<file path="src/hdl/mmrsg_pkg.sv">
// Types, constants and helper functions of the random sample generator.
package mmrsg_pkg;

  localparam int IN_TDATA_W  = 8;
  localparam int IN_TUSER_W  = 2;
  localparam int OUT_TDATA_W = 96;
  localparam int CFG_IDX_W   = 3;
  localparam int CFG_DATA_W  = 64;
  localparam int Q_DEPTH     = 2;
  localparam int Q_PTR_W     = 1;

  // Item kinds carried on the input tuser.
  localparam logic [1:0] KIND_RESTART = 2'd0;
  localparam logic [1:0] KIND_GEN     = 2'd1;
  localparam logic [1:0] KIND_READ    = 2'd2;

  // Sample modes.
  localparam logic [1:0] MODE_UNIFORM = 2'd0;
  localparam logic [1:0] MODE_BERN32  = 2'd1;
  localparam logic [1:0] MODE_BERN16  = 2'd2;
  localparam logic [1:0] MODE_GAUSS   = 2'd3;

  // Configuration register indexes.
  localparam logic [2:0] REG_SEED_LOW  = 3'd0;
  localparam logic [2:0] REG_SEED_HIGH = 3'd1;
  localparam logic [2:0] REG_MODE      = 3'd2;
  localparam logic [2:0] REG_RANGE     = 3'd3;
  localparam logic [2:0] REG_OFFSET    = 3'd4;
  localparam logic [2:0] REG_THRESHOLD = 3'd5;

  localparam logic [2:0]  LANES_WIDE   = 3'd2;
  localparam logic [2:0]  LANES_NARROW = 3'd4;
  localparam logic [31:0] GAUSS_BIAS   = 32'd186;

  typedef enum logic [1:0] {
    OP_RESTART,
    OP_GEN,
    OP_READ
  } op_t;

  typedef struct packed {
    op_t        op;
    logic [2:0] n;
  } cmd_t;

  typedef struct packed {
    logic [63:0] seed_low;
    logic [63:0] seed_high;
    logic [1:0]  mode;
    logic [31:0] range_mul;
    logic [31:0] offset;
    logic [32:0] threshold;
  } cfg_t;

  typedef enum logic [1:0] {
    BK_IDLE,
    BK_WARM,
    BK_READ,
    BK_GEN
  } back_state_t;

  // Sum of the twelve low 5-bit fields of a draw.
  function automatic logic [8:0] gauss_sum(input logic [63:0] r);
    gauss_sum = 9'(r[4:0])   + 9'(r[9:5])   + 9'(r[14:10]) + 9'(r[19:15])
              + 9'(r[24:20]) + 9'(r[29:25]) + 9'(r[34:30]) + 9'(r[39:35])
              + 9'(r[44:40]) + 9'(r[49:45]) + 9'(r[54:50]) + 9'(r[59:55]);
  endfunction

endpackage

</file>
<file path="src/hdl/multi_mode_random_sample_generator.sv">
// Random sample generator on a xoroshiro128+ core with uniform, Bernoulli and Gaussian modes.
//
// Channels: the input stream carries one command per item (kind on in_tuser, count in
// in_tdata); the result stream carries sample and state word on out_tdata with out_tlast
// marking the final result of a command; the cfg channel writes the six registers and is
// always ready. The user must write registers only while no command is in flight; the
// block does not enforce it. A restart item reloads the state from the seeds and steps it
// WARMUP_STEPS times, a read item returns the two state words, a generate item returns up to
// count samples. The first result of a generate or read item, when the back end is idle,
// passes the command queue, the back end's decode and the output register to out_tdata.
// The single generator step unit and the one output register set the pace; the back end
// takes a new command only once the last is done. A generate item takes its samples from one
// draw, save in Gaussian mode, which always draws four times.
// A two-entry command queue lets the input accept further items while the back end works.
// Reset clears the state words, the six configuration registers and the queue; no result is pending after it.
// When the receiver stalls, the held result stays on out_tdata, the back end waits and the
// input keeps taking items until the queue is full.
module multi_mode_random_sample_generator #(
  parameter int WARMUP_STEPS = 4
) (
  input  logic                              clk,
  input  logic                              rst_n,
  input  logic                              in_tvalid,
  output logic                              in_tready,
  input  logic [mmrsg_pkg::IN_TDATA_W-1:0]  in_tdata,   // [2:0] count, rest zero
  input  logic [mmrsg_pkg::IN_TUSER_W-1:0]  in_tuser,   // [1:0] kind
  output logic                              out_tvalid,
  input  logic                              out_tready,
  output logic [mmrsg_pkg::OUT_TDATA_W-1:0] out_tdata,  // [31:0] sample, [95:32] state_word
  output logic                              out_tlast,
  input  logic                              cfg_valid,
  output logic                              cfg_ready,
  input  logic [mmrsg_pkg::CFG_IDX_W-1:0]   cfg_index,
  input  logic [mmrsg_pkg::CFG_DATA_W-1:0]  cfg_data
);
  import mmrsg_pkg::*;

  cfg_t cfg;
  cmd_t push_cmd, head_cmd;
  logic q_push, q_pop, q_empty, q_full;

  mmrsg_cfg u_cfg (
    .clk       (clk),
    .rst_n     (rst_n),
    .cfg_valid (cfg_valid),
    .cfg_ready (cfg_ready),
    .cfg_index (cfg_index),
    .cfg_data  (cfg_data),
    .cfg       (cfg)
  );

  mmrsg_front u_front (
    .in_tvalid (in_tvalid),
    .in_tready (in_tready),
    .in_tdata  (in_tdata),
    .in_tuser  (in_tuser),
    .mode      (cfg.mode),
    .q_full    (q_full),
    .q_push    (q_push),
    .q_cmd     (push_cmd)
  );

  mmrsg_queue u_queue (
    .clk      (clk),
    .rst_n    (rst_n),
    .push     (q_push),
    .push_cmd (push_cmd),
    .pop      (q_pop),
    .head_cmd (head_cmd),
    .empty    (q_empty),
    .full     (q_full)
  );

  mmrsg_back #(
    .WARMUP_STEPS (WARMUP_STEPS)
  ) u_back (
    .clk        (clk),
    .rst_n      (rst_n),
    .cfg        (cfg),
    .q_empty    (q_empty),
    .q_cmd      (head_cmd),
    .q_pop      (q_pop),
    .out_tvalid (out_tvalid),
    .out_tready (out_tready),
    .out_tdata  (out_tdata),
    .out_tlast  (out_tlast)
  );

endmodule

</file>
<file path="src/hdl/mmrsg_cfg.sv">
// Configuration register file written through the cfg channel.
module mmrsg_cfg (
  input  logic                             clk,
  input  logic                             rst_n,
  input  logic                             cfg_valid,
  output logic                             cfg_ready,
  input  logic [mmrsg_pkg::CFG_IDX_W-1:0]  cfg_index,
  input  logic [mmrsg_pkg::CFG_DATA_W-1:0] cfg_data,
  output mmrsg_pkg::cfg_t                  cfg
);
  import mmrsg_pkg::*;

  cfg_t cfg_r;

  assign cfg_ready = 1'b1;
  assign cfg       = cfg_r;

  always_ff @(posedge clk) begin
    if (!rst_n) begin
      cfg_r <= '0;
    end else if (cfg_valid) begin
      unique case (cfg_index)
        REG_SEED_LOW:  cfg_r.seed_low  <= cfg_data;
        REG_SEED_HIGH: cfg_r.seed_high <= cfg_data;
        REG_MODE:      cfg_r.mode      <= cfg_data[1:0];
        REG_RANGE:     cfg_r.range_mul <= cfg_data[31:0];
        REG_OFFSET:    cfg_r.offset    <= cfg_data[31:0];
        REG_THRESHOLD: cfg_r.threshold <= cfg_data[32:0];
        default: ;
      endcase
    end
  end

endmodule

</file>
<file path="src/hdl/mmrsg_front.sv">
// Front end: accepts input items and turns them into queued commands.
module mmrsg_front (
  input  logic                             in_tvalid,
  output logic                             in_tready,
  input  logic [mmrsg_pkg::IN_TDATA_W-1:0] in_tdata,
  input  logic [mmrsg_pkg::IN_TUSER_W-1:0] in_tuser,
  input  logic [1:0]                       mode,
  input  logic                             q_full,
  output logic                             q_push,
  output mmrsg_pkg::cmd_t                  q_cmd
);
  import mmrsg_pkg::*;

  logic [2:0] count;
  logic [2:0] lanes;
  logic       keep;

  assign count     = in_tdata[2:0];
  assign in_tready = !q_full;
  assign lanes     = (mode == MODE_BERN16 || mode == MODE_GAUSS) ? LANES_NARROW : LANES_WIDE;

  always_comb begin
    keep     = 1'b0;
    q_cmd.op = OP_GEN;
    q_cmd.n  = (count > lanes) ? lanes : count;
    unique case (in_tuser)
      KIND_RESTART: begin
        keep     = 1'b1;
        q_cmd.op = OP_RESTART;
      end
      KIND_GEN: begin
        // A generate item asking for nothing leaves no trace.
        keep     = (count != 3'd0);
        q_cmd.op = OP_GEN;
      end
      KIND_READ: begin
        keep     = 1'b1;
        q_cmd.op = OP_READ;
      end
      default: keep = 1'b0;
    endcase
  end

  assign q_push = in_tvalid && !q_full && keep;

endmodule

</file>
<file path="src/hdl/mmrsg_queue.sv">
// Short command queue between the front end and the generator back end.
module mmrsg_queue (
  input  logic            clk,
  input  logic            rst_n,
  input  logic            push,
  input  mmrsg_pkg::cmd_t push_cmd,
  input  logic            pop,
  output mmrsg_pkg::cmd_t head_cmd,
  output logic            empty,
  output logic            full
);
  import mmrsg_pkg::*;

  cmd_t               q_mem_r [Q_DEPTH];
  logic [Q_PTR_W-1:0] wr_ptr_r;
  logic [Q_PTR_W-1:0] rd_ptr_r;
  logic [Q_PTR_W:0]   cnt_r;

  assign empty    = (cnt_r == '0);
  assign full     = (cnt_r == (Q_PTR_W + 1)'(Q_DEPTH));
  assign head_cmd = q_mem_r[rd_ptr_r];

  always_ff @(posedge clk) begin
    if (push) begin
      q_mem_r[wr_ptr_r] <= push_cmd;
    end
  end

  always_ff @(posedge clk) begin
    if (!rst_n) begin
      wr_ptr_r <= '0;
      rd_ptr_r <= '0;
      cnt_r    <= '0;
    end else begin
      if (push) begin
        wr_ptr_r <= wr_ptr_r + Q_PTR_W'(1);
      end
      if (pop) begin
        rd_ptr_r <= rd_ptr_r + Q_PTR_W'(1);
      end
      if (push && !pop) begin
        cnt_r <= cnt_r + (Q_PTR_W + 1)'(1);
      end else if (pop && !push) begin
        cnt_r <= cnt_r - (Q_PTR_W + 1)'(1);
      end
    end
  end

endmodule

</file>
<file path="src/hdl/mmrsg_back.sv">
// Back end: xoroshiro128+ state, lane shaping and the output register.
module mmrsg_back #(
  parameter int WARMUP_STEPS = 4
) (
  input  logic                              clk,
  input  logic                              rst_n,
  input  mmrsg_pkg::cfg_t                   cfg,
  input  logic                              q_empty,
  input  mmrsg_pkg::cmd_t                   q_cmd,
  output logic                              q_pop,
  output logic                              out_tvalid,
  input  logic                              out_tready,
  output logic [mmrsg_pkg::OUT_TDATA_W-1:0] out_tdata,
  output logic                              out_tlast
);
  import mmrsg_pkg::*;

  localparam int WW = (WARMUP_STEPS > 1) ? $clog2(WARMUP_STEPS) : 1;

  back_state_t st_r, st_nxt;
  logic [1:0]    k_r, k_nxt;
  logic [WW-1:0] w_r, w_nxt;
  logic [2:0]    n_r, n_nxt;
  logic [63:0]   word_a_r, word_a_nxt;
  logic [63:0]   word_b_r, word_b_nxt;
  logic [63:0]   draw_r, draw_nxt;
  logic          out_valid_r, out_valid_nxt;
  logic [31:0]   out_sample_r, out_sample_nxt;
  logic [63:0]   out_word_r, out_word_nxt;
  logic          out_last_r, out_last_nxt;

  logic [63:0] t_mix, step_a, step_b;
  logic        can_emit, do_step, need_emit, is_gauss, done;
  logic [31:0] lane32, lane_sample, scaled;
  logic [15:0] lane16;
  logic [63:0] prod;

  // One generator step: t = a ^ b, a' = rotl(a,55) ^ t ^ (t << 14), b' = rotl(t,36).
  assign t_mix  = word_a_r ^ word_b_r;
  assign step_a = {word_a_r[8:0], word_a_r[63:9]} ^ t_mix ^ (t_mix << 14);
  assign step_b = {t_mix[27:0], t_mix[63:28]};

  assign lane32 = k_r[0] ? draw_r[63:32] : draw_r[31:0];
  assign prod   = 64'(lane32) * 64'(cfg.range_mul);
  assign scaled = (cfg.range_mul == '0) ? lane32 : prod[63:32];
  assign is_gauss = (cfg.mode == MODE_GAUSS);

  always_comb begin
    unique case (k_r)
      2'd0: lane16 = draw_r[15:0];
      2'd1: lane16 = draw_r[31:16];
      2'd2: lane16 = draw_r[47:32];
      2'd3: lane16 = draw_r[63:48];
    endcase
  end

  always_comb begin
    unique case (cfg.mode)
      MODE_UNIFORM: lane_sample = scaled + cfg.offset;
      MODE_BERN32:  lane_sample = 32'({1'b0, lane32} < cfg.threshold);
      MODE_BERN16:  lane_sample = 32'({17'b0, lane16} < cfg.threshold);
      MODE_GAUSS:   lane_sample = 32'(gauss_sum(draw_r)) - GAUSS_BIAS;
    endcase
  end

  assign can_emit  = !out_valid_r || out_tready;
  assign need_emit = ({1'b0, k_r} < n_r);

  always_comb begin
    st_nxt         = st_r;
    k_nxt          = k_r;
    w_nxt          = w_r;
    n_nxt          = n_r;
    word_a_nxt     = word_a_r;
    word_b_nxt     = word_b_r;
    draw_nxt       = draw_r;
    out_valid_nxt  = out_valid_r && !out_tready;
    out_sample_nxt = out_sample_r;
    out_word_nxt   = out_word_r;
    out_last_nxt   = out_last_r;
    q_pop          = 1'b0;
    do_step        = 1'b0;
    done           = 1'b0;

    unique case (st_r)
      BK_IDLE: begin
        if (!q_empty) begin
          q_pop = 1'b1;
          unique case (q_cmd.op)
            OP_RESTART: begin
              word_a_nxt = cfg.seed_low;
              word_b_nxt = cfg.seed_high;
              w_nxt      = '0;
              if (WARMUP_STEPS > 0) begin
                st_nxt = BK_WARM;
              end
            end
            OP_READ: begin
              k_nxt  = '0;
              st_nxt = BK_READ;
            end
            OP_GEN: begin
              // The first draw is taken while the command is decoded.
              do_step = 1'b1;
              k_nxt   = '0;
              n_nxt   = q_cmd.n;
              st_nxt  = BK_GEN;
            end
            default: q_pop = 1'b1;
          endcase
        end
      end
      BK_WARM: begin
        do_step = 1'b1;
        w_nxt   = w_r + WW'(1);
        if (w_r == WW'(WARMUP_STEPS - 1)) begin
          st_nxt = BK_IDLE;
        end
      end
      BK_READ: begin
        if (can_emit) begin
          out_valid_nxt  = 1'b1;
          out_sample_nxt = '0;
          out_word_nxt   = k_r[0] ? word_b_r : word_a_r;
          out_last_nxt   = k_r[0];
          k_nxt          = k_r + 2'd1;
          if (k_r[0]) begin
            st_nxt = BK_IDLE;
          end
        end
      end
      BK_GEN: begin
        if (!need_emit || can_emit) begin
          if (need_emit) begin
            out_valid_nxt  = 1'b1;
            out_sample_nxt = lane_sample;
            out_word_nxt   = '0;
            out_last_nxt   = ({1'b0, k_r} == n_r - 3'd1);
          end
          // Gaussian samples always consume four draws, whatever the count.
          do_step = is_gauss && (k_r != 2'd3);
          done    = is_gauss ? (k_r == 2'd3) : ({1'b0, k_r} == n_r - 3'd1);
          k_nxt   = k_r + 2'd1;
          if (done) begin
            st_nxt = BK_IDLE;
          end
        end
      end
      default: st_nxt = BK_IDLE;
    endcase

    if (do_step) begin
      word_a_nxt = step_a;
      word_b_nxt = step_b;
      draw_nxt   = word_a_r + word_b_r;
    end
  end

  always_ff @(posedge clk) begin
    if (!rst_n) begin
      st_r        <= BK_IDLE;
      k_r         <= '0;
      w_r         <= '0;
      n_r         <= '0;
      word_a_r    <= '0;
      word_b_r    <= '0;
      out_valid_r <= 1'b0;
    end else begin
      st_r        <= st_nxt;
      k_r         <= k_nxt;
      w_r         <= w_nxt;
      n_r         <= n_nxt;
      word_a_r    <= word_a_nxt;
      word_b_r    <= word_b_nxt;
      out_valid_r <= out_valid_nxt;
    end
  end

  always_ff @(posedge clk) begin
    draw_r       <= draw_nxt;
    out_sample_r <= out_sample_nxt;
    out_word_r   <= out_word_nxt;
    out_last_r   <= out_last_nxt;
  end

  assign out_tvalid = out_valid_r;
  assign out_tdata  = {out_word_r, out_sample_r};
  assign out_tlast  = out_last_r;

endmodule

</file>
<file path="config.mk">
export PLATFORM = sky130hd
export DESIGN_NAME = multi_mode_random_sample_generator
export DESIGN_NICKNAME = d
export VERILOG_FILES = /design/src/hdl/mmrsg_pkg.sv /design/src/hdl/multi_mode_random_sample_generator.sv /design/src/hdl/mmrsg_cfg.sv /design/src/hdl/mmrsg_front.sv /design/src/hdl/mmrsg_queue.sv /design/src/hdl/mmrsg_back.sv
export SDC_FILE = /design/constraint.sdc
export NUM_CORES = 2
export LEC_CHECK = 0
export ABC_AREA = 1
export BUFFER_PORTS_ARGS = -buffer_cell sky130_fd_sc_hd__buf_2
export CORE_MARGIN = 3
export CORE_UTILIZATION = 45
export DETAILED_ROUTE_END_ITERATION = 7
export SYNTH_ARGS = -nofsm -noshare
export SYNTH_HDL_FRONTEND = slang
export SYNTH_HIERARCHICAL = 1
export SYNTH_SLANG_ARGS = --single-unit
</file>
<file path="constraint.sdc">
create_clock -name clk -period 10.1 [get_ports clk]
set_clock_uncertainty 0.2 [all_clocks]
set_input_delay 0.505 -clock clk [delete_from_list [all_inputs] [get_ports clk]]
set_output_delay 0.505 -clock clk [all_outputs]
set_load 0.02 [all_outputs]
</file>
==> flow_summary.toml <==
[grt]
via_count_of_the_first_global_routing_pass = 59100
grt_first_pass_wirelength_um = 380000
antenna_found_initial = 11
global_route.overflow_total = 0
grt_start_max_net_pins = 222
globalRouteTotalUtil_pct = 33.9

[place]
final_replace_weighted_congestion = 0.983
place.port_buffers = 175
placement.setup.worst_slack_ps = -167
dpl.hpwl_um = 211000

[timing]
timing.max_slew.rel_slack_pct = 18.6
max_freq_mhz = 103
timing.final.crit_period_ps = 9710
postLayoutSetupSlackWorst_ps = 388
holdWs_ps = 32.6
final_hold_viol_count = 0
finalSetupViolCount = 0
timing_max_transition_violations_final = 0
final.period_utilization_pct = 96.2
rsz_0062_raised_after_global_routing = "true"
tightest_slew_ps = 1220
fin_setup_tns_ps = 0

[layout]
drive_gt1_share_pct = 12.9
finalNetCount = 10200
fillCellCount = 14100
area_growth_pct = 14.4

[power]
p_switching_mw = 15.2
p_leak_nw = 35.6
vdd.ir_drop.worst_v = 0.00108
total_power_mw = 27.6
ratio_of_total_power_to_cell_area_mw_per_mm2 = 368
logic_gate_share_of_total_power_pct = 79.6
power.share.clock_pct = 7.5
power_switching_share_pct = 55.0
sequential_power_share_pct = 13.0
power_report.internal_total_mw = 12.4

[clocking]
cts.root.buffer_cell = "sky130_fd_sc_hd__clkbuf_16"
clock_path_buffers = 3
tritoncts = "done"
clk_latency_ps = 650
cts-buffers-inserted = 53
cts_htree_levels = 2
cts.clk_slew.worst_paths_ps = 70
clkSinkCount = 541

[critical_path]
criticalPathCategory = "reg -> reg"
element_type_at_the_critical_path_start = "flip-flop"
timing.critical_path.to = "u_back/out_sample_r[31]"
critPathSlowestCell = "sky130_fd_sc_hd__fa_2"
logic_depth_of_the_worst_path_buffers_included = 44
critical-path-top-delay-family = "adder cells"
required_worst_endpoint_ps = 10380
setup.worst_path.start = "u_back/k_r[0]"
worst-path-buf-inv = 14
arrival_ps = 9990
rr_startpoint = "u_back/k_r[0]"
critical_path.reg2reg.endpoint = "u_back/out_sample_r[31]"
cp_common_cell = "sky130_fd_sc_hd__fa_1"
reg2reg_slack_ps = 390
crit_path_max_incr_delay_ps = 590
depth_of_the_worst_register_to_register_path = 44
timing.critical_path.to_type = "flip-flop"
worst-path-max-fanout = 10

[drt]
drt-initial-drc-count = 4973
routed_wire_length_per_instance_um = 24.3
drt_pre_antenna_iters = 6
final_antenna_net_count = 0
route.final.wire_length_um = 260000
detailroute.via_count = 59100
routed_via_density = 5.52
post-route-drc-count = 0

[synthesis]
synthFlopType = "sky130_fd_sc_hd__dfxtp_1"
syn_area_per_cell_um2 = 7.84
post_synth_instance_area_mm2 = 0.0655
synth_warnings = 6
synthArstFlopShare_pct = 0
synth_enable_flop_cells = 171
seq_area_frac_synth_pct = 19.1
syn_inst = 8361
yosysUniqueCellTypes = 60
postSynthNetCount = 9826
ys_ff_latch = 541

[floorplan]
initial_core_util_pct = 45.5
design.core.area_mm2 = 0.144
number_of_rows_in_the_core_area = 139
dieWidth_um = 388
total_die_area_mm2 = 0.150
floorplan.die.height_um = 388
boundaryPins = 182

[status]
status = "complete, no violations"

[worst_hold_path]
hold_class = "in -> reg"

[run]
max_cap_violation_count = 0
## through the flow
step                cells  utilization [%]  cell area, um^2
floorplan            8361                -            65500
global placement    10600             50.0            72000
detailed placement  10600             50.0            72000
CTS                 10700             51.3            73900
global route        10700             52.0            75000
finish              10700             52.0            75000
## cell type report
class | instances | area [um^2] | share of cell area [%]
Antenna cell | 6 | 15.0 | 0.0200
Clock buffer | 70 | 1460 | 1.95
Clock inverter | 30 | 298 | 0.397
Inverter | 1447 | 5470 | 7.30
Multi-Input combinational cell | 5894 | 46300 | 61.7
Sequential cell | 541 | 12500 | 16.7
Tap cell | 1903 | 2380 | 3.18
Timing Repair Buffer | 812 | 6510 | 8.68
## power by group through the flow
stage | clock, mW | combinational, mW | sequential, mW
final | 2.06 | 22.0 | 3.58
after global placement | 0 | 20.7 | 3.58
after global routing | 2.17 | 23.8 | 3.61
after CTS | 2.09 | 21.0 | 3.55
after floorplan | 0 | 11.5 | 3.45
after detailed placement | 0 | 20.9 | 3.59
## synth_stat cells (all sizes together) (171+ instances only)
cell | instances | area, um^2
inv | 1435 | 5390
nor2 | 1434 | 5440
nand2 | 1302 | 4920
fa | 947 | 19000
ha | 436 | 5460
o21ai | 372 | 1910
dfxtp | 370 | 7410
a21oi | 345 | 1820
nand3 | 312 | 1570
clkbuf | 311 | 1170
a31oi | 183 | 1140
edfxtp | 171 | 5130
## state kept, by name, indices dropped and copies added (netlist names), 3 cells and up, named ones only
name / count
u_back/word_a_r: 64
u_back/n_r: 3
u_back/draw_r: 64
u_back/out_word_r: 64
u_queue/q_mem_r: 10
u_cfg/cfg: 227
u_back/word_b_r: 64
u_back/out_sample_r: 32
## worst min-delay path: stages
cell	delay, ps
sky130_fd_sc_hd__buf_2	110
sky130_fd_sc_hd__nand2_1	60
sky130_fd_sc_hd__nand2_1	80
## cells by family after synthesis
group           after synthesis  synth area share [%]
compound gates             1031                  9.02
buf+inv                    1926                  11.4
simple gates               3259                  20.2
xor+xnor                    215                  2.87
fa+ha+maj                  1383                  37.2
mux                           5                0.0859
other cells                   1               0.00572
flops                       541                  19.1
## worst min path at each step
| stage | slack [ps] | cells past startpoint | end | start |
|---|---|---|---|---|
| after floorplan | 230 | 1 | u_back/w_r[0] | u_back/w_r[0] |
| after global placement | 250 | 1 | u_back/w_r[0] | u_back/w_r[0] |
| after detailed placement | 260 | 2 | u_back/w_r[1] | u_back/w_r[1] |
| after CTS | 0.05 | 3 | u_queue/q_mem_r[0][4] | in_tuser[1] |
| after global routing | 40 | 3 | u_queue/q_mem_r[0][0] | in_tdata[0] |
| final | 30 | 3 | u_queue/q_mem_r[0][1] | in_tdata[1] |
## layer usage
metal / vias to the layer above / GRT usage [%] / wire length (um)
met4: 2 / 21.7 / 20300
met3: 636 / 4.66 / 19000
met1: 29200 / 42.7 / 102000
met5: - / 0 / 12
met2: 2515 / 55.1 / 119000
li1: 26800 / - / -
## what timing repair did
item                                   CTS  global route
setup buffers                            0            12
endpoints found under the hold margin   29             0
resized for setup                        3           193
setup endpoints to repair               12            23
hold buffers                            15             0
pin swaps                                0            26
cloned                                   0             3
## layout by cell type (no fill, tap or decap), types with 20 or more instances in the layout
| cell | netlist | final |
|---|---|---|
| sky130_fd_sc_hd__ha_1 | 436 | 415 |
| sky130_fd_sc_hd__a21oi_2 | 12 | 39 |
| sky130_fd_sc_hd__inv_1 | 1410 | 1396 |
| sky130_fd_sc_hd__nand2_1 | 1288 | 1277 |
| sky130_fd_sc_hd__fa_1 | 947 | 927 |
| sky130_fd_sc_hd__ha_4 | 0 | 20 |
| sky130_fd_sc_hd__a21oi_1 | 329 | 302 |
| sky130_fd_sc_hd__xnor2_1 | 104 | 101 |
| sky130_fd_sc_hd__edfxtp_1 | 171 | 171 |
| sky130_fd_sc_hd__dfxtp_1 | 370 | 369 |
| sky130_fd_sc_hd__buf_4 | 20 | 549 |
| sky130_fd_sc_hd__buf_2 | 105 | 174 |
| sky130_fd_sc_hd__inv_2 | 25 | 28 |
| sky130_fd_sc_hd__o21ai_1 | 56 | 70 |
| sky130_fd_sc_hd__fa_2 | 0 | 20 |
| sky130_fd_sc_hd__nor4_1 | 22 | 21 |
| sky130_fd_sc_hd__nand2_2 | 14 | 22 |
| sky130_fd_sc_hd__o21ai_0 | 304 | 278 |
| sky130_fd_sc_hd__nor2_1 | 1420 | 1404 |
| sky130_fd_sc_hd__buf_12 | 0 | 55 |
| sky130_fd_sc_hd__xor2_1 | 111 | 111 |
| sky130_fd_sc_hd__a31oi_1 | 183 | 176 |
| sky130_fd_sc_hd__o21ai_2 | 12 | 22 |
| sky130_fd_sc_hd__nand3_1 | 310 | 304 |
| sky130_fd_sc_hd__nand4_1 | 150 | 150 |
| sky130_fd_sc_hd__nor2_2 | 10 | 23 |
| sky130_fd_sc_hd__clkbuf_16 | 0 | 58 |
Note: power is estimated with default switching activity, not from simulation.
